$ cat config.mk
export PLATFORM = sky130hd
export DESIGN_NAME = directory_block_byte_swapper_core
export DESIGN_NICKNAME = d
export VERILOG_FILES = /design/src/rtl/dbs_pkg.sv /design/src/rtl/directory_block_byte_swapper_core.sv /design/src/rtl/dbs_walk.sv
export SDC_FILE = /design/constraint.sdc
export NUM_CORES = 1
export LEC_CHECK = 0
export ABC_AREA = 1
export BUFFER_PORTS_ARGS = -buffer_cell sky130_fd_sc_hd__buf_2
export CAP_MARGIN = 10
export CORE_UTILIZATION = 35
export DETAILED_ROUTE_END_ITERATION = 12
export GPL_TIMING_DRIVEN = 0
export SLEW_MARGIN = 10
export SYNTH_ARGS = -nofsm -noshare
export SYNTH_HDL_FRONTEND = slang
export SYNTH_SLANG_ARGS = --single-unit
$ cat constraint.sdc
create_clock -name clk -period 6.1 [get_ports clk]
set_input_delay 0 -clock clk [delete_from_list [all_inputs] [get_ports clk]]
set_output_delay 0 -clock clk [all_outputs]
set_load 0.005 [all_outputs]
$ cat src/rtl/dbs_pkg.sv
// ----------------------------------------------------------------------------
// Directory block byte swapper package
// Shared widths, register indexes, configuration type and the byte swaps.
// ----------------------------------------------------------------------------
package dbs_pkg;

  localparam int WORD_W    = 32;
  localparam int OFF_W     = 17;
  localparam int LEN_W     = 16;
  localparam int CFG_IDX_W = 1;
  localparam int CFG_DAT_W = 17;

  localparam logic [OFF_W-1:0] BLOCK_SIZE_RST = 17'd512;
  localparam logic [OFF_W-1:0] OFFSET_MAX     = 17'h1FFFC;
  localparam logic [OFF_W-1:0] HDR_BYTES      = 17'd8;
  localparam logic [OFF_W-1:0] WORD_BYTES     = 17'd4;

  typedef enum logic [CFG_IDX_W-1:0] {
    REG_BLOCK_SIZE = 1'b0,
    REG_WRITE_PASS = 1'b1
  } cfg_reg_t;

  typedef struct packed {
    logic [OFF_W-1:0] block_size;
    logic             write_pass;
  } cfg_t;

  function automatic logic [WORD_W-1:0] reverse_bytes(input logic [WORD_W-1:0] w);
    return {w[7:0], w[15:8], w[23:16], w[31:24]};
  endfunction

  function automatic logic [WORD_W-1:0] swap_halves(input logic [WORD_W-1:0] w);
    return {w[23:16], w[31:24], w[7:0], w[15:8]};
  endfunction

endpackage

$ cat src/rtl/directory_block_byte_swapper_core.sv
// ----------------------------------------------------------------------------
// Directory block byte swapper
// Converts the byte order of directory record headers in a word stream.
// ----------------------------------------------------------------------------
// An accepted input word passes through the input register and then the result register.
// Throughput: one word per cycle while out_ready is high, set by the input and result registers.
// Reset: synchronous, active low; empties both stages, block_size returns to
// 512, write_pass to 0, and the walk starts as at a block start.
module directory_block_byte_swapper_core (
  input  logic                          clk,
  input  logic                          rst_n,
  input  logic                          in_valid,
  output logic                          in_ready,
  input  logic [dbs_pkg::WORD_W-1:0]    in_word_in,
  input  logic                          in_block_start,
  output logic                          out_valid,
  input  logic                          out_ready,
  output logic [dbs_pkg::WORD_W-1:0]    out_word_out,
  output logic                          out_walk_stopped,
  input  logic                          cfg_valid,
  output logic                          cfg_ready,
  input  logic [dbs_pkg::CFG_IDX_W-1:0] cfg_index,
  input  logic [dbs_pkg::CFG_DAT_W-1:0] cfg_data
);
  import dbs_pkg::*;

  cfg_t              cfg_r;
  logic              s1_valid_r;
  logic [WORD_W-1:0] s1_word_r;
  logic              s1_start_r;
  logic              out_valid_r;
  logic [WORD_W-1:0] out_word_r;
  logic              out_stop_r;

  logic              s1_adv;
  logic              in_fire;
  logic [WORD_W-1:0] res_word;
  logic              res_stopped;

  assign cfg_ready = 1'b1;

  always_ff @(posedge clk) begin
    if (!rst_n) begin
      cfg_r.block_size <= BLOCK_SIZE_RST;
      cfg_r.write_pass <= 1'b0;
    end else if (cfg_valid) begin
      unique case (cfg_reg_t'(cfg_index))
        REG_BLOCK_SIZE: cfg_r.block_size <= cfg_data[OFF_W-1:0];
        REG_WRITE_PASS: cfg_r.write_pass <= cfg_data[0];
        default: ;
      endcase
    end
  end

  // The input stage moves on whenever the result register is free or drained.
  assign s1_adv   = s1_valid_r && (!out_valid_r || out_ready);
  assign in_ready = !s1_valid_r || s1_adv;
  assign in_fire  = in_valid && in_ready;

  always_ff @(posedge clk) begin
    if (!rst_n) begin
      s1_valid_r <= 1'b0;
    end else if (in_ready) begin
      s1_valid_r <= in_valid;
    end
  end

  always_ff @(posedge clk) begin
    if (in_fire) begin
      s1_word_r  <= in_word_in;
      s1_start_r <= in_block_start;
    end
  end

  dbs_walk u_walk (
    .clk         (clk),
    .rst_n       (rst_n),
    .step        (s1_adv),
    .word        (s1_word_r),
    .blk_start   (s1_start_r),
    .cfg         (cfg_r),
    .res_word    (res_word),
    .res_stopped (res_stopped)
  );

  always_ff @(posedge clk) begin
    if (!rst_n) begin
      out_valid_r <= 1'b0;
    end else if (s1_adv) begin
      out_valid_r <= 1'b1;
    end else if (out_ready) begin
      out_valid_r <= 1'b0;
    end
  end

  always_ff @(posedge clk) begin
    if (s1_adv) begin
      out_word_r <= res_word;
      out_stop_r <= res_stopped;
    end
  end

  assign out_valid        = out_valid_r;
  assign out_word_out     = out_word_r;
  assign out_walk_stopped = out_stop_r;

endmodule

$ cat src/rtl/dbs_walk.sv
// ----------------------------------------------------------------------------
// Directory record walker
// Tracks the record headers of a block and converts each word accordingly.
// ----------------------------------------------------------------------------
module dbs_walk (
  input  logic                       clk,
  input  logic                       rst_n,
  input  logic                       step,
  input  logic [dbs_pkg::WORD_W-1:0] word,
  input  logic                       blk_start,
  input  dbs_pkg::cfg_t              cfg,
  output logic [dbs_pkg::WORD_W-1:0] res_word,
  output logic                       res_stopped
);
  import dbs_pkg::*;

  logic [OFF_W-1:0]  byte_offset_r, byte_offset_nxt;
  logic [OFF_W-1:0]  next_header_r, next_header_nxt;
  logic              stopped_r, stopped_nxt;

  logic [OFF_W-1:0]  off;
  logic [OFF_W-1:0]  nh;
  logic              stp;
  logic              at_hdr0;
  logic              at_hdr1;
  logic [WORD_W-1:0] rev_word;
  logic [WORD_W-1:0] sw_word;
  logic [LEN_W-1:0]  rec_len;
  logic [OFF_W:0]    nh_sum;
  logic              len_bad;
  logic              tail_short;

  // A block start clears the walk before the word is looked at.
  assign off = blk_start ? '0 : byte_offset_r;
  assign nh  = blk_start ? '0 : next_header_r;
  assign stp = blk_start ? 1'b0 : stopped_r;

  assign at_hdr0 = (off == nh);
  assign at_hdr1 = ({1'b0, off} == ({1'b0, nh} + {1'b0, WORD_BYTES}));

  assign rev_word = reverse_bytes(word);
  assign sw_word  = swap_halves(word);
  assign rec_len  = cfg.write_pass ? word[LEN_W-1:0] : sw_word[LEN_W-1:0];
  assign nh_sum   = {1'b0, nh} + {{(OFF_W+1-LEN_W){1'b0}}, rec_len};
  assign len_bad  = (rec_len < LEN_W'(8)) || (rec_len[1:0] != 2'b00) ||
                    (nh_sum > {1'b0, cfg.block_size});
  assign tail_short = (({1'b0, off} + {1'b0, HDR_BYTES}) > {1'b0, cfg.block_size});

  always_comb begin
    res_word        = word;
    stopped_nxt     = stp;
    next_header_nxt = nh;
    if (!stp) begin
      if (at_hdr0) begin
        if (tail_short) begin
          stopped_nxt = 1'b1;
        end else begin
          res_word = rev_word;
        end
      end else if (at_hdr1) begin
        res_word = sw_word;
        if (len_bad) begin
          stopped_nxt = 1'b1;
        end else begin
          next_header_nxt = nh_sum[OFF_W-1:0];
        end
      end
    end
    byte_offset_nxt = (off < OFFSET_MAX) ? (off + WORD_BYTES) : off;
  end

  assign res_stopped = stopped_nxt;

  always_ff @(posedge clk) begin
    if (!rst_n) begin
      byte_offset_r <= '0;
      next_header_r <= '0;
      stopped_r     <= 1'b0;
    end else if (step) begin
      byte_offset_r <= byte_offset_nxt;
      next_header_r <= next_header_nxt;
      stopped_r     <= stopped_nxt;
    end
  end

endmodule

; After elaboration in Yosys (flattened, before gate mapping)
; Cells that the tools add are included.
[totals]
elab_cells = 54
reg_bits = 121
[op_classes]
eq_ne = 2
bitwise = 1
add_sub_neg = 4
n_lt_le_gt_ge = 4
reduce_logical = 12
n_mux = 20
[op_table]
columns = op, count
row1 = 32-bit two-way mux, 4
row2 = 17-bit two-way mux, 7
row3 = 18-bit by 17-bit > comparator with 1-bit output, 2
row4 = 17-bit by 16-bit adder with 18-bit output, 1
row5 = 17-bit by 3-bit adder with 18-bit output (second input constant), 1
row6 = 17-bit by 4-bit adder with 18-bit output (second input constant), 1
row7 = 17-bit by 18-bit equality test with 1-bit output, 1
row8 = 17-bit by 3-bit adder with 17-bit output (second input constant), 1
row9 = 17-bit equality test, 1
row10 = 17-bit < comparator (second input constant), 1
row11 = 16-bit by 4-bit < comparator with 1-bit output (second input constant), 1
row12 = 16-bit two-way mux, 1
row13 = 1-bit two-way mux, 8
row14 = 1-bit logical OR, 4
row15 = 2-bit AND reduction, 2
row16 = 2-bit nonzero test, 2
row17 = 1-bit logical AND, 2
row18 = 1-bit logical NOT, 2
row19 = 1-bit NOT, 1

; Depth between registers and ports, before layout
; Gate-level depths: netlist of the first run.
[logic_depth]
word_depth = 8
depth_mapped = 34
ltp_nobuf = 33

; Modules after synthesis
; From an unflattened synthesis of the first run, not the netlist that was laid out.
[unflattened]
cells_unflattened = 1462
hier_area_um2 = 9504.1
[modules_own_cells]
columns = module, cells_each, seq_area_each_um2, instances, area_each_um2
row1 = dbs_walk, 1267, 700.7, 1, 6637.6
row2 = directory_block_byte_swapper_core, 195, 2382.3, 1, 2866.5

; Least setup slack after synthesis of the first run
; OpenSTA, ideal clock, no wires.
[synth_path]
path_type = register -> register
from = register cfg_r[0] (netlist bit)
to = register u_walk.next_header_r[6]
t_arrival_ns = 3.962
path_slack_ns = 2.006
stages_incl_launch_ff = 33
setup_ns = 0.132
path_buffers = 3
cell_sequence = dfxtp_1 > buf_2 > buf_2 > nand2_1 > o21ai_0 > ha_1 > inv_1 > fa_1 > o21ai_0 > nand2_1 > nand3_1 > nand2_1 > o21ai_0 > xnor2_1 > inv_1 > ha_1 > nand2_1 > inv_1 > nand2_1 > nand2_1 > a21oi_1 > nand2_1 > nand2_1 > nand2_1 > nand2_1 > nand2_1 > nand2_1 > nand3_1 > nor2_4 > buf_4 > nand3b_1 > nand3_1 > a21oi_1
[synth_between]
elab_chain_cells = 8
elab_cells_between_ends = 11
classes_between = add/sub (1) / order compare (2) / mux (5) / reduce/logical (3)
[synth_lines]
columns = element, line_no
row1 = "start, declared", directory_block_byte_swapper_core.sv:27  ; cfg_t cfg_r;
row2 = 16-bit two-way mux *, dbs_walk.sv:43  ; assign rec_len = cfg.write_pass ? word[LEN_W-1:0] : sw_word[LEN_W-1:0];
row3 = 17-bit by 16-bit adder with 18-bit output (tied with other cells), dbs_walk.sv:44  ; assign nh_sum = {1'b0, nh} + {{(OFF_W+1-LEN_W){1'b0}}, rec_len};
row4 = 18-bit by 17-bit > comparator with 1-bit output or 1-bit logical OR (tied branches), "dbs_walk.sv:46, dbs_walk.sv:45"
row5 = 1-bit logical OR, dbs_walk.sv:45  ; assign len_bad = (rec_len < LEN_W'(8)) || (rec_len[1:0] != 2'b00) ||
row6 = 17-bit two-way mux *, dbs_walk.sv:62  ; if (len_bad) begin
row7 = 17-bit two-way mux *, dbs_walk.sv:60  ; end else if (at_hdr1) begin
row8 = 17-bit two-way mux *, dbs_walk.sv:54  ; if (at_hdr0) begin
row9 = 17-bit two-way mux *, dbs_walk.sv:53  ; if (!stp) begin
row10 = "end signal, assigned", dbs_walk.sv:81  ; next_header_r <= next_header_nxt;
row11 = "end, declared", dbs_walk.sv:18  ; logic [OFF_W-1:0] next_header_r, next_header_nxt;
; Every way passes the cells marked *; elsewhere a longest branch is shown, timed or not.
; A chain may end at the register's enable or synchronous reset.

; Worst setup path after layout of the first run
; Same ends and word-level chain as after synthesis.

==> results of run 1 <==
-- final timing paths --
| check | slack (ns) | cells past startpoint | endpoint | from |
|---|---|---|---|---|
| max | 0.88 | 32 | u_walk.next_header_r[6] | cfg_r[0] |
| min | 0.01 | 3 | cfg_r[2] | rst_n |
| max reg2reg | 0.88 | 32 | u_walk.next_header_r[6] | cfg_r[0] |
| min reg2reg | 0.47 | 2 | u_walk.stopped_r | u_walk.stopped_r |
-- placed cells by master, fill, tap and decap left out, types with 5 or more instances in the layout --
cell	Yosys	layout
a21oi_1	124	124
buf_2	15	104
buf_4	8	8
clkbuf_1	26	26
clkbuf_16	0	17
dfxtp_1	55	55
dlygate4sd3_1	0	58
edfxtp_1	66	66
ha_1	51	51
inv_1	174	173
inv_2	8	9
inv_6	0	7
nand2_1	395	395
nand3_1	113	113
nand4_1	13	13
nor2_1	80	80
nor2_2	12	12
nor3_1	18	18
nor4_1	7	7
o211ai_1	13	13
o21ai_0	95	95
o21ai_1	20	20
xnor2_1	5	5
xor2_1	19	19
-- sequential cells by signal, indices dropped and copies added, names as in the netlist --
name / flops
cfg_r: 18
s1_valid_r: 1
out_walk_stopped: 1
s1_start_r: 1
u_walk.stopped_r: 1
s1_word_r: 32
u_walk.byte_offset_r: 17
out_valid: 1
u_walk.next_header_r: 17
out_word_out: 32
-- final cells by class --
type | instances | area, um^2 | area share [%]
multi-input cells | 992 | 5010 | 44.9
flip-flops and latches | 121 | 3080 | 27.6
repair buffers | 148 | 1050 | 9.37
clock buffers | 18 | 429 | 3.85
inverters | 184 | 691 | 6.19
clock inverters | 14 | 208 | 1.86
plain buffers | 54 | 283 | 2.53
well taps | 330 | 413 | 3.70
-- per-stage QoR --
| step | utilization [%] | setup WS [ns] |
|---|---|---|
| after floorplan | - | 2.01 |
| after global placement | 39.2 | 0.865 |
| after detailed placement | 39.3 | 0.909 |
| after CTS | 44.1 | 0.873 |
| after global routing | 44.1 | 0.510 |
| final | 44.1 | 0.878 |
-- worst max-delay path: cells and delay by family (launching register included) --
family,cells,cell delay (ns)
simple gates,17,1.60
buf+inv,6,0.84
xor+xnor,1,0.27
fa+ha+maj,3,0.97
flops,1,0.42
compound gates,5,0.98
-- routing by layer --
layer	up-vias	wire length, um
li1	4784	-
met1	4289	14600
met2	349	13400
met3	54	2320
met4	0	703
met5	-	0
-- power by group through the flow --
stage,clock network (W),logic (W),registers (W)
floorplan,0,0.000388,0.000969
detailed placement,0,0.000565,0.000977
CTS,0.00114,0.000598,0.000960
finish,0.00113,0.000606,0.000960
global placement,0,0.000561,0.000978
global route,0.00117,0.000684,0.000965
-- cells by family (layout without fill, tap and decap cells) --
| logic type | Yosys count | after routing | share of synthesized area, % |
|---|---|---|---|
| and+or+nand+nor | 654 | 654 | 30.6 |
| AOI/OAI and AO/OA | 261 | 261 | 15.0 |
| buffers and inverters | 238 | 418 | 10.7 |
| DFF | 121 | 121 | 34.0 |
| adders and majority gates | 52 | 52 | 7.26 |
| xor gates and xnor gates | 24 | 24 | 2.32 |
| other | 1 | 1 | 0.0414 |
-- repair_timing --
action                                 in CTS  in global routing
resized for setup                           0                  0
endpoints found under the hold margin      53                  0
hold buffers                               58                  0
==> metrics.cfg, run 1 <==
[run_status]
status = completed

[routing]
drc_errors = 0
drtPass1Iterations = 6
drt-total-wl_um = 31000
viasPerCell = 5.09
vias = 9476
drt_iter0_drc = 933
wire_per_inst_um = 16.7
ant_nets = 0

[timing]
grt_setup_unrepaired = false
hold_viol = 0
clock.fmax_mhz = 191
finalClockSkew_ns = 0.00887
setup_tns_ns = 0
setup_viol = 0
min_period_ns = 5.22
fin_hold_ws_ns = 0.0108
period_share_pct = 85.6
max_slew_margin_pct = 51.3
worst_slew_pin_slew_ns = 0.731
drv_slew = 0

[global_route]
use_met3_pct = 4.00
met2_usage_pct = 36.8
grt_pass1_wl_um = 48400
top_usage_layer = met2
grt_pass1_vias = 8801
met1_usage_pct = 34.0
track_usage_pct = 24.0
grt_overflow_total = 0
grt_start_max_net_pins = 34
antenna_found_initial = 0

[pwr]
design_power_total_w = 0.00269
power_density_nw_per_um2 = 241
irDropWorstVdd_mv = 0.150
p_leak_nw = 5.04
clockPowerShare_pct = 41.9
p_int_w = 0.00184
p_comb_share_pct = 22.5
switching_power_w = 0.000851
p_sw_share_pct = 31.6
pwr-share-seq_pct = 35.6

[worst_setup_path]
critPathMaxFanout = 10
cp_slowest_stage_delay_ns = 0.44
crit_path_top_delay_cell = fa_1
cp.required_ns = 6.39
start_kind = register
end_kind = register
cp.arrival_ns = 5.51
criticalPathCategory = reg2reg
crit_top_cell = nand2_1

[synth]
yosysTopAreaCell = edfxtp_1
synth_common_cells = 395 x nand2_1, 174 x inv_1, 124 x a21oi_1, 113 x nand3_1, 95 x o21ai_0
synthTopCellsByArea = edfxtp_1 22%, nand2_1 16%, dfxtp_1 12%, inv_1 7.2%, ha_1 7.0%
synth_top_flop_cell = edfxtp_1
ys_seq_area_share_pct = 34.0
async_flop_share_pct = 0
synth.most_common_cell = nand2_1
syn_avg_cell_area_um2 = 6.71
netlist_area_um2 = 9060
yosysWarnings = 0
netlist.area_leader.share_pct = 21.9
syn-num-nets = 1459
syn_inst = 1351
synth_edf_count = 66
ys_types = 41
ys_ff_latch = 121

[cts]
cts_buffer_depth = 2
cts_root_buf = clkbuf_16
post-cts-setup-buffers = 0
cts_max_level = 4
cts_buffers = 17
cts_sinks = 121
worstSkewPairLatency_ns = 0.43
tritoncts = done
clk_pin_slew_ns = 0.06

[die]
io_pins = 92
initial_core_util_pct = 35.8
row_count = 58
dieArea_um2 = 26500
die_y_um = 163
core_um2 = 25300
die_w_um = 163

[hold_path]
min_path_type = in2reg

[place]
place_area_um2 = 9940
numPortBuffers = 89
placed_cells = 1771
post-dp-hpwl_um = 23900
gp_congestion = 0.939

[cells_and_area]
stdcell_count = 1861
fillCellCount = 2609
area_delta_synth_final_pct = 23.1
drive_above_1_share_pct = 11.8
n_antenna_cell = 0
design_area_um2 = 11200
fin_nets = 1626

[job]
cap_violations = 0

No activity file was read; power rests on OpenSTA's default activity.
==> run 2, diff against run 1 <==
- CAP_MARGIN: 10 -> 20
- CTS_CLUSTER_DIAMETER: default -> 30
- SYNTH_HIERARCHICAL: default -> 1
==> run 2 against run 1 <==
  * Sequential share of layout area down 1.2 points
  * Largest power group unchanged
  * Utilization grew 0.17 points
  * Clock skew up 0.0045 ns
  * Count of clock-buffer cells in the layout is the same
  * Power is 1.3% higher
  * Die area is 4.8% higher
  * Design area rose by 4.5%
  * Synthesized area up 4.9%
  * Non-clock buffer count is 9 higher
  * Global-route usage up 0.28 points
  * Highest routed layer unchanged
  * Routed wire length rose by 5.9%
  * Combinational power up 20%
==> metrics.cfg, run 2 <==
[run_status]
status = completed

[routing]
wire_per_inst_um = 16.6
vias = 10200
drc_errors = 0
ant_nets = 0
drtPass1Iterations = 6
drt_iter0_drc = 976
viasPerCell = 5.14
drt-total-wl_um = 32800

[pwr]
irDropWorstVdd_mv = 0.167
power_density_nw_per_um2 = 234
p_int_w = 0.00181
switching_power_w = 0.000921
p_leak_nw = 5.51
p_sw_share_pct = 33.7
pwr-share-seq_pct = 35.5
clockPowerShare_pct = 37.8
p_comb_share_pct = 26.8

[timing]
drv_slew = 0
finalClockSkew_ns = 0.0134
setup_tns_ns = 0
setup_viol = 0
period_share_pct = 87.7
max_slew_margin_pct = 55.2
worst_slew_pin_slew_ns = 0.665
clock.fmax_mhz = 187
grt_setup_unrepaired = false
fin_hold_ws_ns = 0.0235
hold_viol = 0
worst_slack_ns = 0.748
min_period_ns = 5.35

[place]
place_ws_ns = 0.867
post-dp-hpwl_um = 25400
numPortBuffers = 90
gp_congestion = 0.946
place_area_um2 = 10400

[synth]
netlist_area_um2 = 9500
synth.area.mux_share_pct = 0
synth_edf_count = 66
syn_inst = 1462
ys_seq_area_share_pct = 32.4
ys_types = 44
yosysTopAreaCell = edfxtp_1
syn-num-nets = 1570
synth.most_common_cell = nand2_1
netlist.area_leader.share_pct = 20.9
synth-xor-area-share_pct = 2.54
async_flop_share_pct = 0
synth_compound_area_share_pct = 11.2
syn_avg_cell_area_um2 = 6.50
ys_ff_latch = 121
synth_top_flop_cell = edfxtp_1
synthAdderAreaFrac_pct = 6.92
yosysWarnings = 6
synth_top_family_by_area = simple AND/OR/NAND/NOR gates
synthTopCellsByArea = edfxtp_1 21%, nand2_1 17%, dfxtp_1 12%, inv_1 8.1%, nand3_1 8.0%
synth_common_cells = 440 x nand2_1, 204 x inv_1, 152 x nand3_1, 122 x nor2_1, 100 x a21oi_1
synthSimpleGateAreaFrac_pct = 35.3

[worst_setup_path]
crit_top_cell = nand2_1
criticalPathCategory = reg2reg
end_kind = register
cp.arrival_ns = 5.66
crit_path_top_delay_cell = o21ai_0
r2r_cells = 33
critPathMaxFanout = 10
start_kind = register
cp_slowest_stage_delay_ns = 0.57
cp.required_ns = 6.41

[hold_path]
min_path_cells = 5
min_path_type = in2reg

[global_route]
grt_pass1_wl_um = 52400
antenna_found_initial = 0
grt_pass1_vias = 9729
grt_overflow_total = 0
grt_start_max_net_pins = 27
track_usage_pct = 24.2

[cells_and_area]
design_area_um2 = 11700
final_cell_mix = 440 x nand2_1, 204 x inv_1, 152 x nand3_1
drive_above_1_share_pct = 11.0
n_antenna_cell = 0
fin_nets = 1744
final_common_cell = nand2_1
area_delta_synth_final_pct = 22.7

[cts]
worstSkewPairLatency_ns = 0.43
cts_sinks = 121
cts_max_level = 4
cts_resized = 0
tritoncts = done
clk_pin_slew_ns = 0.06
cts_buffers = 17
cts_root_buf = clkbuf_16
cts_buffer_depth = 2

[die]
core_um2 = 26400
row_count = 59
die_y_um = 167
initial_core_util_pct = 36.1
die_w_um = 167
dieArea_um2 = 27800
io_pins = 92

[job]
cap_violations = 0

==> run 2: changes by cell type in the layout (fill, tap and decap cells not counted), sizes merged, moves of 6 or more <==
cell / previous run / this run
nand2: 398 / 443
a21oi: 124 / 100
buf: 118 / 130
nand3: 114 / 154
clkinv: 2 / 8
o21ai: 115 / 91
nor2: 95 / 133
nor3: 19 / 31
inv: 190 / 211
o211ai: 13 / 2
clkbuf: 44 / 36
==> run 2: cell families (layout without fill, tap and decap cells) <==
family                     Yosys count  in the layout
and+or+nand+nor                    791            791
buffers and inverters              266            453
AOI/OAI and AO/OA                  205            205
DFF                                121            121
adders and majority gates           52             52
xor gates and xnor gates            26             26
other                                1              1
==> run 2: metal layers <==
metal / routed length [um] / vias to the layer above / global-route usage [%] / part of all wire (%)
li1: - / 5090 / - / -
met1: 15200 / 4611 / 33.9 / 46
met2: 14200 / 446 / 37.8 / 43
met3: 2650 / 53 / 4.33 / 8.1
met4: 834 / 0 / 7.37 / 2.5
met5: 0 / - / 0 / 0
==> run 2: path summary, 6_finish.rpt <==
check / slack (ns) / startpoint / end
max reg2reg: 0.75 / cfg_r[0] / u_walk/next_header_r[12]
min: 0.02 / cfg_valid / cfg_r[8]
min reg2reg: 0.46 / u_walk/stopped_r / u_walk/stopped_r
max: 0.75 / cfg_r[0] / u_walk/next_header_r[12]
==> run 2: layout make-up <==
type / count / area [um^2]
sequential: 121 / 3080
buffer: 56 / 318
clock buffer: 18 / 429
tap: 335 / 419
fill: 2740 / 14700
inverter: 210 / 788
timing repair buffer: 155 / 1130
multi-input combinational: 1075 / 5330
clock inverter: 14 / 166
==> run 2: repair_timing <==
| item | CTS | global route |
|---|---|---|
| endpoints found under the hold margin | 57 | 0 |
| buffers inserted | 0 | 0 |
| hold buffers | 63 | 0 |
==> run 2: worst max-delay path: cells and delay by family (launching register included) <==
family / cells / cell delay [ns]
AND/OR/NAND/NOR: 19 / 1.93
AO/OA/AOI/OAI: 5 / 1.04
adder cells (fa/ha/maj): 3 / 0.91
buffers and inverters: 6 / 0.90
flip-flops: 1 / 0.45
==> run 2: power by group through the flow <==
stage / Sequential, W / Clock, W / Combinational (W)
final: 0.000968 / 0.00103 / 0.000730
after global routing: 0.000975 / 0.00108 / 0.000820
after CTS: 0.000968 / 0.00105 / 0.000716
after detailed placement: 0.000985 / 0 / 0.000677
after global placement: 0.000986 / 0 / 0.000667
after floorplan: 0.000978 / 0 / 0.000463
==> run 2: per-stage QoR <==
stage          util, %  cells  total power, W
6_report          44.2   1984         0.00273
5_1_grt           44.2   1984         0.00288
4_1_cts           44.2   1984         0.00273
3_5_place_dp      39.6   1889         0.00166
3_3_place_gp      39.4   1887         0.00165
2_1_floorplan        -   1462         0.00144
